[config.mk]
export PLATFORM = sky130hd
export DESIGN_NAME = epoch_seconds_to_calendar_unit
export DESIGN_NICKNAME = d
export VERILOG_FILES = /design/src/sv/ecal_pkg.sv /design/src/sv/ecal_div.sv /design/src/sv/epoch_seconds_to_calendar_unit.sv
export SDC_FILE = /design/constraint.sdc
export NUM_CORES = 1
export LEC_CHECK = 0
export ABC_AREA = 1
export ABC_CLOCK_PERIOD_IN_PS = 18530
export BUFFER_PORTS_ARGS = -buffer_cell sky130_fd_sc_hd__buf_2
export CELL_PAD_IN_SITES_DETAIL_PLACEMENT = 0
export CELL_PAD_IN_SITES_GLOBAL_PLACEMENT = 1
export CORE_ASPECT_RATIO = 1.25
export CORE_UTILIZATION = 30
export CTS_BUF_LIST = sky130_fd_sc_hd__clkbuf_4 sky130_fd_sc_hd__clkbuf_8
export CTS_CLUSTER_SIZE = 12
export DETAILED_ROUTE_END_ITERATION = 16
export GPL_TIMING_DRIVEN = 0
export PLACE_DENSITY_LB_ADDON = 0.1
export SKIP_LAST_GASP = 1
export SLEW_MARGIN = 20
export SYNTH_ARGS = -nofsm -noshare
export SYNTH_HDL_FRONTEND = slang
export SYNTH_SLANG_ARGS = --single-unit
[constraint.sdc]
create_clock -name i_clk -period 18.53 [get_ports i_clk]
set_input_delay 1.853 -clock i_clk [delete_from_list [all_inputs] [get_ports i_clk]]
set_output_delay 1.853 -clock i_clk [all_outputs]
set_load 0.01 [all_outputs]
[src/sv/ecal_pkg.sv]
// Shared types and constants for the epoch seconds to calendar converter.
package ecal_pkg;

    localparam int CNT_W = 7;
    localparam int DIVR_W = 18;

    localparam logic [63:0] EPOCH_FROM_YEAR0 = 64'd62167219200;

    localparam logic [DIVR_W-1:0] DIV_MIN     = 18'd60;
    localparam logic [DIVR_W-1:0] DIV_DAY     = 18'd24;
    localparam logic [DIVR_W-1:0] DIV_ERA     = 18'd146097;
    localparam logic [DIVR_W-1:0] DIV_4Y      = 18'd1460;
    localparam logic [DIVR_W-1:0] DIV_100Y    = 18'd36524;
    localparam logic [DIVR_W-1:0] DIV_400Y    = 18'd146096;
    localparam logic [DIVR_W-1:0] DIV_YEAR    = 18'd365;
    localparam logic [DIVR_W-1:0] DIV_CENTURY = 18'd100;
    localparam logic [DIVR_W-1:0] DIV_MONTH   = 18'd153;
    localparam logic [DIVR_W-1:0] DIV_FIVE    = 18'd5;

    localparam int MAR1_DAYS = 60;

    typedef struct packed {
        logic              start;
        logic [CNT_W-1:0]  nbits;
        logic [DIVR_W-1:0] divisor;
    } t_div_ctl;

    typedef struct packed {
        logic              done;
        logic [DIVR_W-1:0] rem;
    } t_div_stat;

endpackage

[src/sv/ecal_div.sv]
// Bit-serial restoring divider: one dividend bit per cycle, MSB-aligned dividend.
module ecal_div #(
    parameter int TW = 41
) (
    input  logic                  i_clk,
    input  logic                  i_rst_n,
    input  ecal_pkg::t_div_ctl    i_ctl,
    input  logic [TW-1:0]         i_dividend,
    output ecal_pkg::t_div_stat   o_stat,
    output logic [TW-1:0]         o_quotient
);

    logic [TW-1:0]                    r_num;
    logic [TW-1:0]                    r_quo;
    logic [ecal_pkg::DIVR_W-1:0]      r_rem;
    logic [ecal_pkg::DIVR_W-1:0]      r_div;
    logic [ecal_pkg::CNT_W-1:0]       r_cnt;
    logic                             r_done;

    logic [ecal_pkg::DIVR_W:0]        trial;
    logic [ecal_pkg::DIVR_W:0]        diff;
    logic                             ge;
    logic [ecal_pkg::DIVR_W-1:0]      n_rem;

    assign trial = {r_rem, r_num[TW-1]};
    assign diff  = trial - {1'b0, r_div};
    assign ge    = trial >= {1'b0, r_div};
    assign n_rem = ge ? diff[ecal_pkg::DIVR_W-1:0] : trial[ecal_pkg::DIVR_W-1:0];

    always_ff @(posedge i_clk) begin
        if (!i_rst_n) begin
            r_cnt  <= '0;
            r_done <= 1'b0;
        end else begin
            r_done <= 1'b0;
            if (i_ctl.start) begin
                r_num <= i_dividend;
                r_rem <= '0;
                r_quo <= '0;
                r_div <= i_ctl.divisor;
                r_cnt <= i_ctl.nbits;
            end else if (r_cnt != '0) begin
                // shift in the next dividend bit, one quotient bit out
                r_num <= {r_num[TW-2:0], 1'b0};
                r_rem <= n_rem;
                r_quo <= {r_quo[TW-2:0], ge};
                r_cnt <= r_cnt - ecal_pkg::CNT_W'(1);
                if (r_cnt == ecal_pkg::CNT_W'(1)) begin
                    r_done <= 1'b1;
                end
            end
        end
    end

    assign o_stat.done = r_done;
    assign o_stat.rem  = r_rem;
    assign o_quotient  = r_quo;

endmodule

[src/sv/epoch_seconds_to_calendar_unit.sv]
// The result is computed by a sequence of divisions on the shared bit-serial divider, TW = max(SECONDS_WIDTH,36)+1
// bits wide, one bit per cycle.
// One request is processed at a time; the next request is taken while the
// finished result waits in the output register.
// Reset (synchronous, active low) clears the sequencer, the output valid and sets the zone
// offset to zero.
module epoch_seconds_to_calendar_unit #(
    parameter int SECONDS_WIDTH = 40
) (
    input  logic                                   i_clk,
    input  logic                                   i_rst_n,
    input  logic                                   i_cfg_valid,
    output logic                                   o_cfg_ready,
    input  logic [17:0]                            i_cfg_data,
    input  logic                                   i_s_axis_tvalid,
    output logic                                   o_s_axis_tready,
    // seconds_count
    input  logic [((SECONDS_WIDTH+7)/8)*8-1:0]     i_s_axis_tdata,
    output logic                                   o_m_axis_tvalid,
    input  logic                                   i_m_axis_tready,
    // year[15:0], month[19:16], day_of_month[24:20], hour[29:25], minute[35:30],
    // second[41:36], zero pad
    output logic [47:0]                            o_m_axis_tdata
);

    localparam int TW = ((SECONDS_WIDTH > 36) ? SECONDS_WIDTH : 36) + 1;
    localparam int ZW = TW - 16;
    localparam logic [63:0] EPOCH = ecal_pkg::EPOCH_FROM_YEAR0;
    localparam logic [ecal_pkg::CNT_W-1:0] NB_SEC  = ecal_pkg::CNT_W'(TW);
    localparam logic [ecal_pkg::CNT_W-1:0] NB_MIN  = ecal_pkg::CNT_W'(TW - 5);
    localparam logic [ecal_pkg::CNT_W-1:0] NB_HOUR = ecal_pkg::CNT_W'(TW - 11);
    localparam logic [ecal_pkg::CNT_W-1:0] NB_ERA  = ecal_pkg::CNT_W'(TW - 16);
    localparam logic [ecal_pkg::CNT_W-1:0] NB_DOE  = ecal_pkg::CNT_W'(18);
    localparam logic [ecal_pkg::CNT_W-1:0] NB_YOE  = ecal_pkg::CNT_W'(9);
    localparam logic [ecal_pkg::CNT_W-1:0] NB_DOY  = ecal_pkg::CNT_W'(11);

    typedef enum logic [3:0] {
        S_IDLE, S_LOAD, S_SEC, S_MIN, S_HOUR, S_ERA, S_Q1, S_Q2, S_Q3,
        S_YOE, S_C100, S_MP, S_DOM, S_OUT
    } t_state;

    t_state               r_state;
    logic [17:0]          r_zone;
    logic [TW-1:0]        r_t;
    logic [5:0]           r_sec;
    logic [5:0]           r_min;
    logic [4:0]           r_hour;
    logic [11:0]          r_era;
    logic [17:0]          r_doe;
    logic [17:0]          r_acc;
    logic [8:0]           r_yoe;
    logic [8:0]           r_doy;
    logic [3:0]           r_mp;
    logic                 r_out_valid;
    logic [15:0]          r_o_year;
    logic [3:0]           r_o_mon;
    logic [4:0]           r_o_dom;
    logic [4:0]           r_o_hour;
    logic [5:0]           r_o_min;
    logic [5:0]           r_o_sec;

    ecal_pkg::t_div_ctl   div_ctl;
    ecal_pkg::t_div_stat  div_stat;
    logic [TW-1:0]        div_dividend;
    logic [TW-1:0]        q;

    logic                 in_acc;
    logic                 out_free;
    logic [TW-1:0]        t_sum;
    logic [ZW-1:0]        z;
    logic [17:0]          acc_nx;
    logic [17:0]          yoe_days;
    logic [17:0]          doy_w;
    logic [8:0]           dom_w;
    logic [3:0]           mon_w;
    logic [15:0]          year_w;

    ecal_div #(
        .TW (TW)
    ) u_div (
        .i_clk      (i_clk),
        .i_rst_n    (i_rst_n),
        .i_ctl      (div_ctl),
        .i_dividend (div_dividend),
        .o_stat     (div_stat),
        .o_quotient (q)
    );

    assign in_acc   = i_s_axis_tvalid && o_s_axis_tready;
    assign out_free = !r_out_valid || i_m_axis_tready;

    assign t_sum = {{(TW-SECONDS_WIDTH){1'b0}}, i_s_axis_tdata[SECONDS_WIDTH-1:0]}
                 + EPOCH[TW-1:0]
                 + {{(TW-18){r_zone[17]}}, r_zone};

    // day count from 0000-03-01 so that the leap day closes each year
    assign z        = q[ZW-1:0] - ZW'(ecal_pkg::MAR1_DAYS);
    assign acc_nx   = r_acc - q[17:0];
    assign yoe_days = 18'(r_yoe) * 18'd365 + 18'(r_yoe[8:2]) - 18'(q[8:0]);
    assign doy_w    = r_doe - yoe_days;
    assign dom_w    = r_doy - q[8:0] + 9'd1;
    assign mon_w    = (r_mp < 4'd10) ? r_mp + 4'd3 : r_mp - 4'd9;
    assign year_w   = 16'(r_yoe) + {r_era[7:0], 8'b0} + {r_era[8:0], 7'b0}
                    + {r_era[11:0], 4'b0} + 16'(mon_w <= 4'd2);

    always_comb begin
        div_ctl      = '0;
        div_dividend = '0;
        unique case (r_state)
            S_LOAD: begin
                div_ctl      = '{start: 1'b1, nbits: NB_SEC, divisor: ecal_pkg::DIV_MIN};
                div_dividend = r_t;
            end
            S_SEC: begin
                div_ctl      = '{start: div_stat.done, nbits: NB_MIN,
                                 divisor: ecal_pkg::DIV_MIN};
                div_dividend = {q[TW-6:0], 5'b0};
            end
            S_MIN: begin
                div_ctl      = '{start: div_stat.done, nbits: NB_HOUR,
                                 divisor: ecal_pkg::DIV_DAY};
                div_dividend = {q[TW-12:0], 11'b0};
            end
            S_HOUR: begin
                div_ctl      = '{start: div_stat.done, nbits: NB_ERA,
                                 divisor: ecal_pkg::DIV_ERA};
                div_dividend = {z, 16'b0};
            end
            S_ERA: begin
                div_ctl      = '{start: div_stat.done, nbits: NB_DOE,
                                 divisor: ecal_pkg::DIV_4Y};
                div_dividend = {div_stat.rem, {(TW-18){1'b0}}};
            end
            S_Q1: begin
                div_ctl      = '{start: div_stat.done, nbits: NB_DOE,
                                 divisor: ecal_pkg::DIV_100Y};
                div_dividend = {r_doe, {(TW-18){1'b0}}};
            end
            S_Q2: begin
                div_ctl      = '{start: div_stat.done, nbits: NB_DOE,
                                 divisor: ecal_pkg::DIV_400Y};
                div_dividend = {r_doe, {(TW-18){1'b0}}};
            end
            S_Q3: begin
                div_ctl      = '{start: div_stat.done, nbits: NB_DOE,
                                 divisor: ecal_pkg::DIV_YEAR};
                div_dividend = {acc_nx, {(TW-18){1'b0}}};
            end
            S_YOE: begin
                div_ctl      = '{start: div_stat.done, nbits: NB_YOE,
                                 divisor: ecal_pkg::DIV_CENTURY};
                div_dividend = {q[8:0], {(TW-9){1'b0}}};
            end
            S_C100: begin
                div_ctl      = '{start: div_stat.done, nbits: NB_DOY,
                                 divisor: ecal_pkg::DIV_MONTH};
                div_dividend = {{doy_w[8:0], 2'b00} + 11'(doy_w[8:0]) + 11'd2,
                                {(TW-11){1'b0}}};
            end
            S_MP: begin
                div_ctl      = '{start: div_stat.done, nbits: NB_DOY,
                                 divisor: ecal_pkg::DIV_FIVE};
                div_dividend = {11'(q[3:0]) * 11'd153 + 11'd2, {(TW-11){1'b0}}};
            end
            S_IDLE, S_DOM, S_OUT: begin
                div_ctl      = '0;
                div_dividend = '0;
            end
            default: begin
                div_ctl      = '0;
                div_dividend = '0;
            end
        endcase
    end

    always_ff @(posedge i_clk) begin
        if (!i_rst_n) begin
            r_state     <= S_IDLE;
            r_zone      <= '0;
            r_out_valid <= 1'b0;
        end else begin
            if (i_cfg_valid) begin
                r_zone <= i_cfg_data;
            end
            // the output state refills the register itself
            if (r_out_valid && i_m_axis_tready && (r_state != S_OUT)) begin
                r_out_valid <= 1'b0;
            end
            unique case (r_state)
                S_IDLE: begin
                    if (in_acc) begin
                        r_t     <= t_sum;
                        r_state <= S_LOAD;
                    end
                end
                S_LOAD: begin
                    r_state <= S_SEC;
                end
                S_SEC: begin
                    if (div_stat.done) begin
                        r_sec   <= div_stat.rem[5:0];
                        r_state <= S_MIN;
                    end
                end
                S_MIN: begin
                    if (div_stat.done) begin
                        r_min   <= div_stat.rem[5:0];
                        r_state <= S_HOUR;
                    end
                end
                S_HOUR: begin
                    if (div_stat.done) begin
                        r_hour  <= div_stat.rem[4:0];
                        r_state <= S_ERA;
                    end
                end
                S_ERA: begin
                    if (div_stat.done) begin
                        r_era   <= q[11:0];
                        r_doe   <= div_stat.rem;
                        r_state <= S_Q1;
                    end
                end
                S_Q1: begin
                    if (div_stat.done) begin
                        r_acc   <= r_doe - q[17:0];
                        r_state <= S_Q2;
                    end
                end
                S_Q2: begin
                    if (div_stat.done) begin
                        r_acc   <= r_acc + q[17:0];
                        r_state <= S_Q3;
                    end
                end
                S_Q3: begin
                    if (div_stat.done) begin
                        r_state <= S_YOE;
                    end
                end
                S_YOE: begin
                    if (div_stat.done) begin
                        r_yoe   <= q[8:0];
                        r_state <= S_C100;
                    end
                end
                S_C100: begin
                    if (div_stat.done) begin
                        r_doy   <= doy_w[8:0];
                        r_state <= S_MP;
                    end
                end
                S_MP: begin
                    if (div_stat.done) begin
                        r_mp    <= q[3:0];
                        r_state <= S_DOM;
                    end
                end
                S_DOM: begin
                    // quotient holds in the divider until the next start
                    if (div_stat.done) begin
                        r_state <= S_OUT;
                    end
                end
                S_OUT: begin
                    if (out_free) begin
                        r_out_valid <= 1'b1;
                        r_o_year    <= year_w;
                        r_o_mon     <= mon_w;
                        r_o_dom     <= dom_w[4:0];
                        r_o_hour    <= r_hour;
                        r_o_min     <= r_min;
                        r_o_sec     <= r_sec;
                        r_state     <= S_IDLE;
                    end
                end
                default: begin
                    r_state <= S_IDLE;
                end
            endcase
        end
    end

    assign o_cfg_ready     = 1'b1;
    assign o_s_axis_tready = (r_state == S_IDLE);
    assign o_m_axis_tvalid = r_out_valid;
    assign o_m_axis_tdata  = {6'd0, r_o_sec, r_o_min, r_o_hour, r_o_dom, r_o_mon, r_o_year};

endmodule
==> impl_metrics.yaml, run 1 <==
outcome:
  status: "finished clean"
logic_synthesis:
  synth_enable_flop_cells: 273
  syn_avg_cell_area_um2: 8.35
  synthFlopType: "edfxtp_1"
  yosysWarnings: 0
  yosysUniqueCellTypes: 59
  synth.cell_area_um2: 22900
  async_flop_share_pct: 0
  ys_ff_latch: 304
  ys_seq_area_share_pct: 38.6
  synthCells: 2736
grt:
  grt_usage_pct: 22.2
  grt_remaining_overflow: 0
  antenna_found_initial: 4
  grt_pass1_wl_mm: 127
  grt_pass1_vias: 20009
  grt_start_max_net_pins: 30
clock_tree:
  htree_levels: 2
  clockRootBuffer: "clkbuf_8"
  ctsHoldBuffers: 0
  cts_made_buffers: 56
  cts_buffer_depth: 3
  cts_tree: "yes"
  insertion_delay_ns: 0.69
  numClockSinks: 304
  clkTransAtPathRegs_ns: 0.07
  cts_setup_buffers: 0
  cts_resized: 0
placed_design:
  dp_hpwl_mm: 69.6
  dp.cells: 3827
  place_congestion: 0.937
  io_buffers: 106
hold_path:
  hp-start: "r_min[2]"
  hold_end: "r_o_min[2]"
  hold_depth: 0
  hold_path.class: "register to register"
worst_setup_path:
  crit_fanout: 10
  r2r_slack_ns: 11.76
  arrival_ns: 7.14
  crit_type: "register to register"
  critPathRequiredTime_ns: 18.91
  rr_endpoint: "u_div.r_num[40]"
  regToRegStartpoint: "u_div.o_quotient[0]"
  end_kind: "register"
  cp-start-kind: "register"
  r2r_cells: 27
sta:
  fin_crit_sh_pct: 36.5
  rsz0062_at_grt: "false"
  finalHoldViolations: 0
  fmax_ghz: 0.148
  relSlewSlack_pct: 29.3
  slew_violations: 0
  skew_ns: 0.0282
  period_needed_ns: 6.77
  tightestPinTransition_ns: 1.05
  finalSetupViolCount: 0
  fin_setup_tns_ns: 0
die:
  top_level_ports: 114
  chipWidth_um: 249
  core_area_um2: 75000
  rows: 112
  dieArea_um2: 77300
  dieHeight_um: 311
  start_util_pct: 30.5
detailed_routing:
  vias_per_cell: 5.04
  drc: 0
  drtIter0Drc: 1196
  dr.pass1.iters: 6
  wl_per_cell_um: 22.1
  wirelength_mm: 86.8
  vias: 19820
  ant_nets: 0
cells_and_area:
  final_net_count: 3266
  layout-drive-gt1-share_pct: 9.38
  fillers: 7983
  syn_to_final_growth_pct: 14.0
  fin_cells: 3933
power_and_ir_drop:
  power.density_nw_per_um2: 173
  peakVddDrop_v: 0.000191
  leakage_uw: 0.0117
flow_run:
  drv_cap: 0
[cell usage in the layout (no fill, tap or decap), drive strengths merged, types with 104 or more instances in the layout]
cell and instances:
buf 148, edfxtp 273, o21ai 208, ha 244, inv 426, a21oi 214, nand2 486, clkbuf 104
nand3 145, nor2 257
[metrics by stage]
step / power, uW / util [%] / worst slack (ns) / instance area, um2 / hold slack [ns]
3_3_place_gp: 3810 / 32.8 / 8.68 / 24600 / 0.403
3_5_place_dp: 3810 / 33.1 / 11.70 / 24800 / 0.405
2_1_floorplan: 2910 / - / 11.88 / 22900 / 0.400
5_1_grt: 4890 / 34.8 / 11.33 / 26100 / 0.412
4_1_cts: 4560 / 34.7 / 11.69 / 26000 / 0.404
6_report: 4520 / 34.8 / 11.76 / 26100 / 0.406
[layer usage]
layer	global-route usage, %	part of all wire (%)	up-vias	wire (um)
met2	41.8	52	435	45500
met1	25.0	40	9571	34800
met3	2.59	3.3	145	2830
met5	0	0.030	-	26
li1	-	-	9665	-
met4	9.43	4.2	4	3610
[area by class of cell]
class | count | area (um2) | area share, %
Multi-Input combinational cell | 1947 | 12200 | 46.8
Sequential cell | 304 | 8820 | 33.8
Inverter | 428 | 1610 | 6.17
Tap cell | 969 | 1210 | 4.65
Clock buffer | 73 | 936 | 3.59
Timing Repair Buffer | 117 | 714 | 2.74
Buffer | 62 | 300 | 1.15
Clock inverter | 32 | 277 | 1.06
Antenna cell | 1 | 2.50 | 0.00960
[worst max-delay path by stage]
| stage | startpoint | end |
|---|---|---|
| 2_1_floorplan | i_rst_n | u_div.r_cnt[4] |
| 3_3_place_gp | i_rst_n | u_div.r_cnt[4] |
| 3_5_place_dp | u_div.o_quotient[1] | u_div.r_num[40] |
| 4_1_cts | u_div.o_quotient[0] | u_div.r_num[40] |
| 5_1_grt | u_div.o_quotient[0] | u_div.r_num[40] |
| 6_report | u_div.o_quotient[0] | u_div.r_num[40] |
[cells in the mapped netlist (12+ instances only)]
master      n  share of area (%)
nand2_1   484                7.9
inv_1     415                6.8
edfxtp_1  273                 36
nor2_1    250                4.1
ha_1      244                 13
a21oi_1   214                4.7
o21ai_0   200                4.4
nand3_1   145                3.2
xor2_1     58                2.2
fa_1       43                3.8
xnor2_1    35                1.3
nor3_1     34               0.74
clkbuf_1   31               0.51
dfxtp_1    31                2.7
nand4_1    29               0.79
o22ai_1    21               0.57
buf_2      20               0.44
a31oi_1    19               0.52
a21o_1     18               0.59
o21bai_1   14               0.46
nor4_1     13               0.36
a221oi_1   12               0.46
o31ai_1    12               0.39
[flip-flops by register name (all words and copies together) (netlist names), 12 cells and up]
| register | count |
|---|---|
| r_t | 41 |
| u_div.r_num | 41 |
| u_div.o_quotient | 36 |
| r_acc | 18 |
| r_doe | 18 |
| r_zone | 18 |
| u_div.r_rem | 18 |
| r_o_year | 16 |
| r_era | 12 |
| u_div.r_div | 12 |
[worst max-delay path, cell delays in order (launching register included)]
cell and delay (ns):
edfxtp_1 0.95, inv_1 0.57, fa_1 0.66, inv_1 0.05, ha_1 0.31, xnor2_1 0.20
xnor2_1 0.16, fa_1 0.44, inv_1 0.07, ha_1 0.17, inv_1 0.06, fa_1 0.41
o21ai_0 0.38, a21oi_1 0.12, o21ai_0 0.21, xor2_1 0.24, inv_1 0.10, ha_1 0.41
nand3_1 0.11, nand3_1 0.13, nand2_1 0.06, nand2_1 0.05, nand2_1 0.06, nand3b_1 0.16
nand3_1 0.12, nand2_1 0.06, nand2_1 0.06, nand2_1 0.14
[where the power goes]
group	leakage (uW)	internal, uW	switching (uW)
sequential	0.00278	1000	160
combinational	0.00829	877	1770
clock	0.000631	399	312
total	0.0117	2280	2240
[logic make-up after synthesis]
kind of cell,synth area share [%]
flops,38.6
xor+xnor,3.56
simple gates,18.0
fa+ha+maj,17.1
other cells,0.0329
buf+inv,8.34
mux,0.0876
compound gates,14.3
Note: power is estimated with default switching activity, not from simulation.
==> run 2: changes to the inputs <==
--- a/config.mk
+++ b/config.mk
@@ -5,8 +5,8 @@
 export SDC_FILE = /design/constraint.sdc
 export NUM_CORES = 1
 export LEC_CHECK = 0
-export ABC_AREA = 1
-export ABC_CLOCK_PERIOD_IN_PS = 18530
+export ABC_AREA = 0
+export ABC_CLOCK_PERIOD_IN_PS = 6270
 export BUFFER_PORTS_ARGS = -buffer_cell sky130_fd_sc_hd__buf_2
 export CELL_PAD_IN_SITES_DETAIL_PLACEMENT = 0
 export CELL_PAD_IN_SITES_GLOBAL_PLACEMENT = 1
==> constraint.sdc (replaced) <==
create_clock -name i_clk -period 6.27 [get_ports i_clk]
set_input_delay 0.627 -clock i_clk [delete_from_list [all_inputs] [get_ports i_clk]]
set_output_delay 0.627 -clock i_clk [all_outputs]
set_load 0.01 [all_outputs]
==> run 2 against run 1 <==
- first-iteration DRC count decreased by 7.1%
- clock power increased to 3.1 times the previous value
- wire length decreased by 17%
- non-clock buffer count increased by 29
- register-to-register slack got worse by 12 ns
- largest cell class unchanged
- maximum frequency increased by 12%
==> impl_metrics.yaml, run 2 <==
outcome:
  status: "finished clean"
power_and_ir_drop:
  peakVddDrop_v: 0.000904
  p_sw_share_pct: 46.2
  power.net_switching_uw: 6250
  internal_power_uw: 7280
  leakage_uw: 0.0104
  pwr-share-clk_pct: 16.3
  comb_power_share_pct: 58.3
  seq_power_share_pct: 25.4
  power.density_nw_per_um2: 537
sta:
  tightestPinTransition_ns: 1.01
  fin_setup_tns_ns: 0
  fmax_ghz: 0.166
  finalSetupViolCount: 0
  fin_crit_sh_pct: 96.1
  skew_ns: 0.0284
  relSlewSlack_pct: 32.4
  slew_violations: 0
  finalHoldViolations: 0
  period_needed_ns: 6.03
  setup_ws_ns: 0.242
die:
  dieArea_um2: 74100
  top_level_ports: 114
  rows: 110
  start_util_pct: 30.4
  dieHeight_um: 304
  core_area_um2: 72100
  chipWidth_um: 244
logic_synthesis:
  yosysWarnings: 0
  synth_enable_flop_cells: 273
  ys_seq_area_share_pct: 40.3
  synthFlopType: "edfxtp_1"
  async_flop_share_pct: 0
  yosysMostFrequentCell: "edfxtp_1"
  synth_top_cell_area_share_pct: 37.4
  synthCells: 2124
  synthTopCellsByCount: "273 x edfxtp_1, 244 x ha_1, 210 x inv_1"
  synth_top_area_cell: "edfxtp_1"
  syn_avg_cell_area_um2: 10.3
  yosysUniqueCellTypes: 89
  ys_ff_latch: 304
  synth.cell_area_um2: 21900
  ys_top_cells_by_area: "edfxtp_1 37%, ha_1 14%, xnor2_1 4.8%, fa_1 3.9%, inv_1 3.6%"
detailed_routing:
  dr.pass1.iters: 5
  ant_nets: 0
  wl_per_cell_um: 21.7
  route.layer.met1.wl_mm: 29.7
  vias_per_cell: 5.02
  drtIter0Drc: 1111
  met3WireLength_mm: 2.91
  wirelength_mm: 71.7
  drc: 0
  dr_wl_met2_mm: 36.8
  highest_layer: "met4"
  vias: 16614
placed_design:
  place_congestion: 0.884
  dp_hpwl_mm: 55.8
  dp_worst_setup_slack_ns: -0.667
  io_buffers: 105
worst_setup_path:
  regToRegStartpoint: "u_div.o_quotient[5]"
  arrival_ns: 6.40
  end_kind: "register"
  critPathRequiredTime_ns: 6.64
  r2r_slack_ns: 0.24
  cp-start-kind: "register"
  crit_fanout: 7
  crit_type: "register to register"
  r2r_cells: 22
  rr_endpoint: "u_div.r_num[39]"
cells_and_area:
  layout-drive-gt1-share_pct: 11.5
  layout_commonest_cell: "edfxtp_1"
  fillers: 7448
  syn_to_final_growth_pct: 14.9
  final_cell_mix: "273 x edfxtp_1, 244 x ha_1, 208 x inv_1, 161 x nor2_1, 132 x a21oi_1"
  final_net_count: 2660
clock_tree:
  cts_tree: "yes"
  numClockSinks: 304
  ctsHoldBuffers: 0
  clockRootBuffer: "clkbuf_8"
  htree_levels: 2
  clkTransAtPathRegs_ns: 0.07
  cts_buffer_depth: 3
  insertion_delay_ns: 0.67
  cts_made_buffers: 57
hold_path:
  hp-start: "i_cfg_data[8]"
  hold_depth: 3
  hold_path.class: "input port to register"
  hold_end: "r_zone[8]"
grt:
  grt_start_max_net_pins: 54
  grt_pass1_vias: 17189
  grt_usage_pct: 19.3
  grt_remaining_overflow: 0
  grt_pass1_wl_mm: 108
  antenna_found_initial: 1
flow_run:
  drv_cap: 0
## run 2: changes by cell type after synthesis, sizes merged, moves of 35 or more
cell,change
nor2,-95
nand3,-115
nand2,-402
a21oi,-82
nor2b,+44
o21ai,-121
clkbuf,+35
inv,-216
mux2i,+44
xnor2,+85
## run 2: per-stage QoR
step	power, uW	instance area [um2]	hold slack, ns	utilization, %	instances
after floorplan	8610	21900	0.400	-	2129
after global placement	11100	23600	0.401	32.8	3186
after detailed placement	11100	23800	0.405	33.0	3193
after CTS	13500	25100	0.166	34.8	3302
after global routing	14500	25200	0.220	34.9	3310
final	13500	25200	0.226	34.9	3310
## run 2: repair_timing
action / CTS / global route
resized for setup: 3 / 10
setup buffers: 3 / 7
endpoints found under the setup margin: 5 / 3
pin swaps: 0 / 0
## run 2: how the worst max path moves through the flow
stage	startpoint	endpoint	slack, ns	cells past startpoint
2_1_floorplan	u_div.o_quotient[1]	u_div.r_num[40]	0.82	22
3_3_place_gp	u_div.o_quotient[3]	u_div.r_num[40]	-0.62	23
3_5_place_dp	u_div.o_quotient[3]	u_div.r_num[40]	-0.67	23
4_1_cts	u_div.o_quotient[5]	u_div.r_num[40]	0.06	21
5_1_grt	u_div.o_quotient[5]	u_div.r_num[40]	-0.007	21
6_report	u_div.o_quotient[5]	u_div.r_num[39]	0.24	22
## run 2: final cells by class
class                   count  area [um2]  area share, %
clock buffers              65         851           3.38
inverters                 211         801           3.18
clock inverters            41         420           1.67
flip-flops and latches    304        8820           35.0
well taps                 952        1190           4.73
repair buffers            122         719           2.86
diodes                      1        2.50        0.00994
plain buffers              86         457           1.81
multi-input cells        1528       11900           47.3
## run 2: power by group through the flow
stage | Sequential [uW] | Clock, uW | Combinational, uW
floorplan | 3230 | 0 | 5380
finish | 3430 | 2210 | 7890
global placement | 3610 | 0 | 7460
detailed placement | 3560 | 0 | 7580
CTS | 3470 | 2280 | 7720
global route | 3470 | 2360 | 8650
## run 2: logic make-up after synthesis
family | count (synthesis) | synth area share [%]
compound gates | 520 | 15.9
fa+ha+maj | 287 | 17.9
flops | 304 | 40.3
xor+xnor | 163 | 6.52
mux | 51 | 2.36
buf+inv | 297 | 5.65
other cells | 2 | 0.0343
simple gates | 500 | 11.4
## run 2: worst max-delay path, cell delays in order (launching register included)
cell and delay [ns]:
edfxtp_1 0.44, clkbuf_4 0.32, inv_1 0.19, fa_1 0.55, inv_1 0.07, fa_1 0.46
fa_1 0.49, inv_1 0.06, fa_1 0.54, inv_1 0.05, ha_1 0.33, or2_2 0.28
a21oi_1 0.14, a21oi_1 0.08, xor2_2 0.27, ha_1 0.33, nor3_1 0.20, nor2_1 0.08
o41ai_1 0.08, xor2_1 0.30, o221ai_2 0.18, nor3_1 0.21, a211oi_1 0.08
## run 2: routing by layer
metal | vias to the layer above | global-route usage [%]
li1 | 8059 | -
met1 | 8068 | 23.0
met3 | 94 | 2.59
met5 | - | 0
met2 | 393 | 35.3
met4 | 0 | 6.12
==> run 3: changes to the inputs <==
--- a/config.mk
+++ b/config.mk
@@ -6,7 +6,7 @@
 export NUM_CORES = 1
 export LEC_CHECK = 0
 export ABC_AREA = 0
-export ABC_CLOCK_PERIOD_IN_PS = 6270
+export ABC_CLOCK_PERIOD_IN_PS = 5500
 export BUFFER_PORTS_ARGS = -buffer_cell sky130_fd_sc_hd__buf_2
 export CELL_PAD_IN_SITES_DETAIL_PLACEMENT = 0
 export CELL_PAD_IN_SITES_GLOBAL_PLACEMENT = 1
@@ -16,6 +16,7 @@
 export CTS_CLUSTER_SIZE = 12
 export DETAILED_ROUTE_END_ITERATION = 16
 export GPL_TIMING_DRIVEN = 0
+export MAX_ROUTING_LAYER = met4
 export PLACE_DENSITY_LB_ADDON = 0.1
 export SKIP_LAST_GASP = 1
 export SLEW_MARGIN = 20
==> constraint.sdc (replaced) <==
create_clock -name i_clk -period 5.5 [get_ports i_clk]
set_input_delay 0.55 -clock i_clk [delete_from_list [all_inputs] [get_ports i_clk]]
set_output_delay 0.55 -clock i_clk [all_outputs]
set_load 0.01 [all_outputs]
==> run 3 against run 2 <==
- power up 34%
- critical path type unchanged
- sequential power grew 14%
- wire length increased by 2.2%
- non-clock buffer count grew 50
- register-to-register slack worse by 0.17 ns
- combinational power up 50%
- global-route usage is 0.99 points higher
- largest power group unchanged
- flip-flop and latch count did not move
- cell count increased by 1.6%
==> impl_metrics.yaml, run 3 (synthesized netlist as in run 2, its figures left out) <==
outcome:
  status: "finished clean"
die:
  core_area_um2: 72100
  chipWidth_um: 244
  start_util_pct: 30.4
  rows: 110
  dieHeight_um: 304
  top_level_ports: 114
  dieArea_um2: 74100
grt:
  grt_pass1_wl_mm: 110
  grt_usage_pct: 20.3
  grt_pass1_vias: 17459
  grt_remaining_overflow: 0
  antenna_found_initial: 1
  grt_start_max_net_pins: 59
sta:
  finalSetupViolCount: 0
  period_needed_ns: 5.42
  fmax_ghz: 0.184
  finalHoldViolations: 0
  slew_violations: 0
  fin_crit_sh_pct: 98.6
  relSlewSlack_pct: 33.0
  rsz0062_at_grt: "true"
  skew_ns: 0.0188
  tightestPinTransition_ns: 0.997
power_and_ir_drop:
  power.net_switching_uw: 8080
  power.density_nw_per_um2: 697
  leakage_uw: 0.0107
  comb_power_share_pct: 64.8
  finalPower_uw: 18100
  internal_power_uw: 10100
  peakVddDrop_v: 0.00101
  seq_power_share_pct: 21.6
  pwr-share-clk_pct: 13.6
  p_sw_share_pct: 44.6
cells_and_area:
  final_cell_mix: "273 x edfxtp_1, 225 x ha_1, 203 x inv_1, 155 x nor2_1, 129 x a21oi_1"
  syn_to_final_growth_pct: 18.9
  final_net_count: 2711
  multi_input_area_um2: 12400
  final_area_um2: 26000
  fillers: 7316
  layout_commonest_cell: "edfxtp_1"
  fin_cells: 3363
  regArea_um2: 8820
  layout-drive-gt1-share_pct: 16.1
detailed_routing:
  vias: 17004
  dr.pass1.iters: 5
  drtIter0Drc: 1199
  vias_per_cell: 5.06
  wirelength_mm: 73.3
  drc: 0
  wl_per_cell_um: 21.8
  ant_nets: 0
clock_tree:
  clkTransAtPathRegs_ns: 0.06
  cts_made_buffers: 58
  insertion_delay_ns: 0.67
  htree_levels: 2
  ctsHoldBuffers: 0
  clockRootBuffer: "clkbuf_8"
  cts_buffer_depth: 3
  cts_tree: "yes"
  numClockSinks: 304
worst_setup_path:
  cp-start-kind: "register"
  crit_type: "register to register"
  rr_endpoint: "u_div.r_num[39]"
  end_kind: "register"
  regToRegStartpoint: "r_yoe[0]"
  slowest_stage: "fa_1"
  r2r_slack_ns: 0.08
  path_cells: "buf_4, fa_2, fa_1, inv_1, ha_1, inv_1, fa_1, inv_1, ha_1, a21oi_2, nor2b_4, o31ai_4, nand2b_1, xor2_2, ha_4, nor2b_1, o21a_1, o41ai_4, xor2_2, o221ai_4, nor3_2, a211oi_2"
  arrival_ns: 5.79
  critPathRequiredTime_ns: 5.87
  crit_fanout: 4
  r2r_cells: 22
  critPathMaxStageDelay_ns: 0.56
  critical_path.most_common_cell: "inv_1"
  cp_top_family: "adder cells"
  cp_num_buf_inv: 4
placed_design:
  dp.cells: 3193
  place_congestion: 0.907
  dp_hpwl_mm: 56.1
  io_buffers: 105
  postPlaceCellArea_um2: 23800
hold_path:
  hp-start: "i_cfg_data[8]"
  hold_depth: 3
  hold_path.class: "input port to register"
  hold_end: "r_zone[8]"
flow_run:
  drv_cap: 0
## run 3: cell count changes in the layout (fill, tap and decap cells not counted), moves of 5 or more
cell | previous run | this run
buf_4 | 17 | 65
clkbuf_4 | 11 | 23
clkinv_1 | 17 | 12
clkinv_2 | 13 | 8
ha_1 | 244 | 225
ha_4 | 0 | 16
inv_1 | 208 | 203
nor2_1 | 161 | 155
xnor2_1 | 119 | 114
## run 3: worst max path at each step
stage | from | to | slack (ns) | cells after the start
final | r_yoe[0] | u_div.r_num[39] | 0.08 | 22
after global routing | r_yoe[0] | u_div.r_num[39] | -0.16 | 22
after global placement | u_div.o_quotient[1] | u_div.r_num[40] | -1.50 | 22
after floorplan | u_div.o_quotient[1] | u_div.r_num[40] | 0.05 | 22
after detailed placement | u_div.o_quotient[3] | u_div.r_num[40] | -1.56 | 23
after CTS | r_doe[2] | u_div.r_num[40] | -0.03 | 19
## run 3: power groups by stage
stage	combinational, uW	sequential [uW]	clock, uW
2_1_floorplan	6140	3680	0
3_3_place_gp	8530	4130	0
3_5_place_dp	8700	4070	0
4_1_cts	9690	3920	2560
5_1_grt	12800	3960	2660
6_report	11800	3920	2470
## run 3: cell type report
type,count,share of cell area (%)
clock inverters,25,0.917
plain buffers,86,1.94
repair buffers,172,4.23
clock buffers,84,3.91
inverters,211,3.13
flip-flops and latches,304,33.9
multi-input cells,1528,47.4
diodes,1,0.00961
well taps,952,4.57
## run 3: tightest hold or removal path: stages
cell and delay [ns]:
buf_2 0.07, mux2i_1 0.05, nor2b_1 0.09
## run 3: per-stage QoR
stage | hold WS (ns) | TNS [ns] | worst slack [ns] | util (%)
after floorplan | 0.400 | 0 | 0.0510 | -
after global placement | 0.403 | -27.43 | -1.50 | 32.8
after detailed placement | 0.405 | -8.88 | -1.56 | 33.0
after CTS | 0.100 | -0.0316 | -0.0316 | 35.3
after global routing | 0.131 | -0.248 | -0.157 | 36.1
final | 0.150 | 0 | 0.0757 | 36.1
## run 3: what timing repair did
| action | in CTS | in global routing |
|---|---|---|
| pin swaps | 14 | 44 |
| endpoints found under the hold margin | 0 | 0 |
| setup buffers | 32 | 28 |
| endpoints found under the setup margin | 9 | 5 |
| gates resized for setup | 39 | 58 |
## run 3: per-layer routing
metal  track usage (%)  wire (um)  vias up
li1                  -          -     8177
met1              23.4      29900     8251
met2              36.0      37400      465
met3              2.58       3320      111
met4              6.76       2610        0
met5                 -          0        -
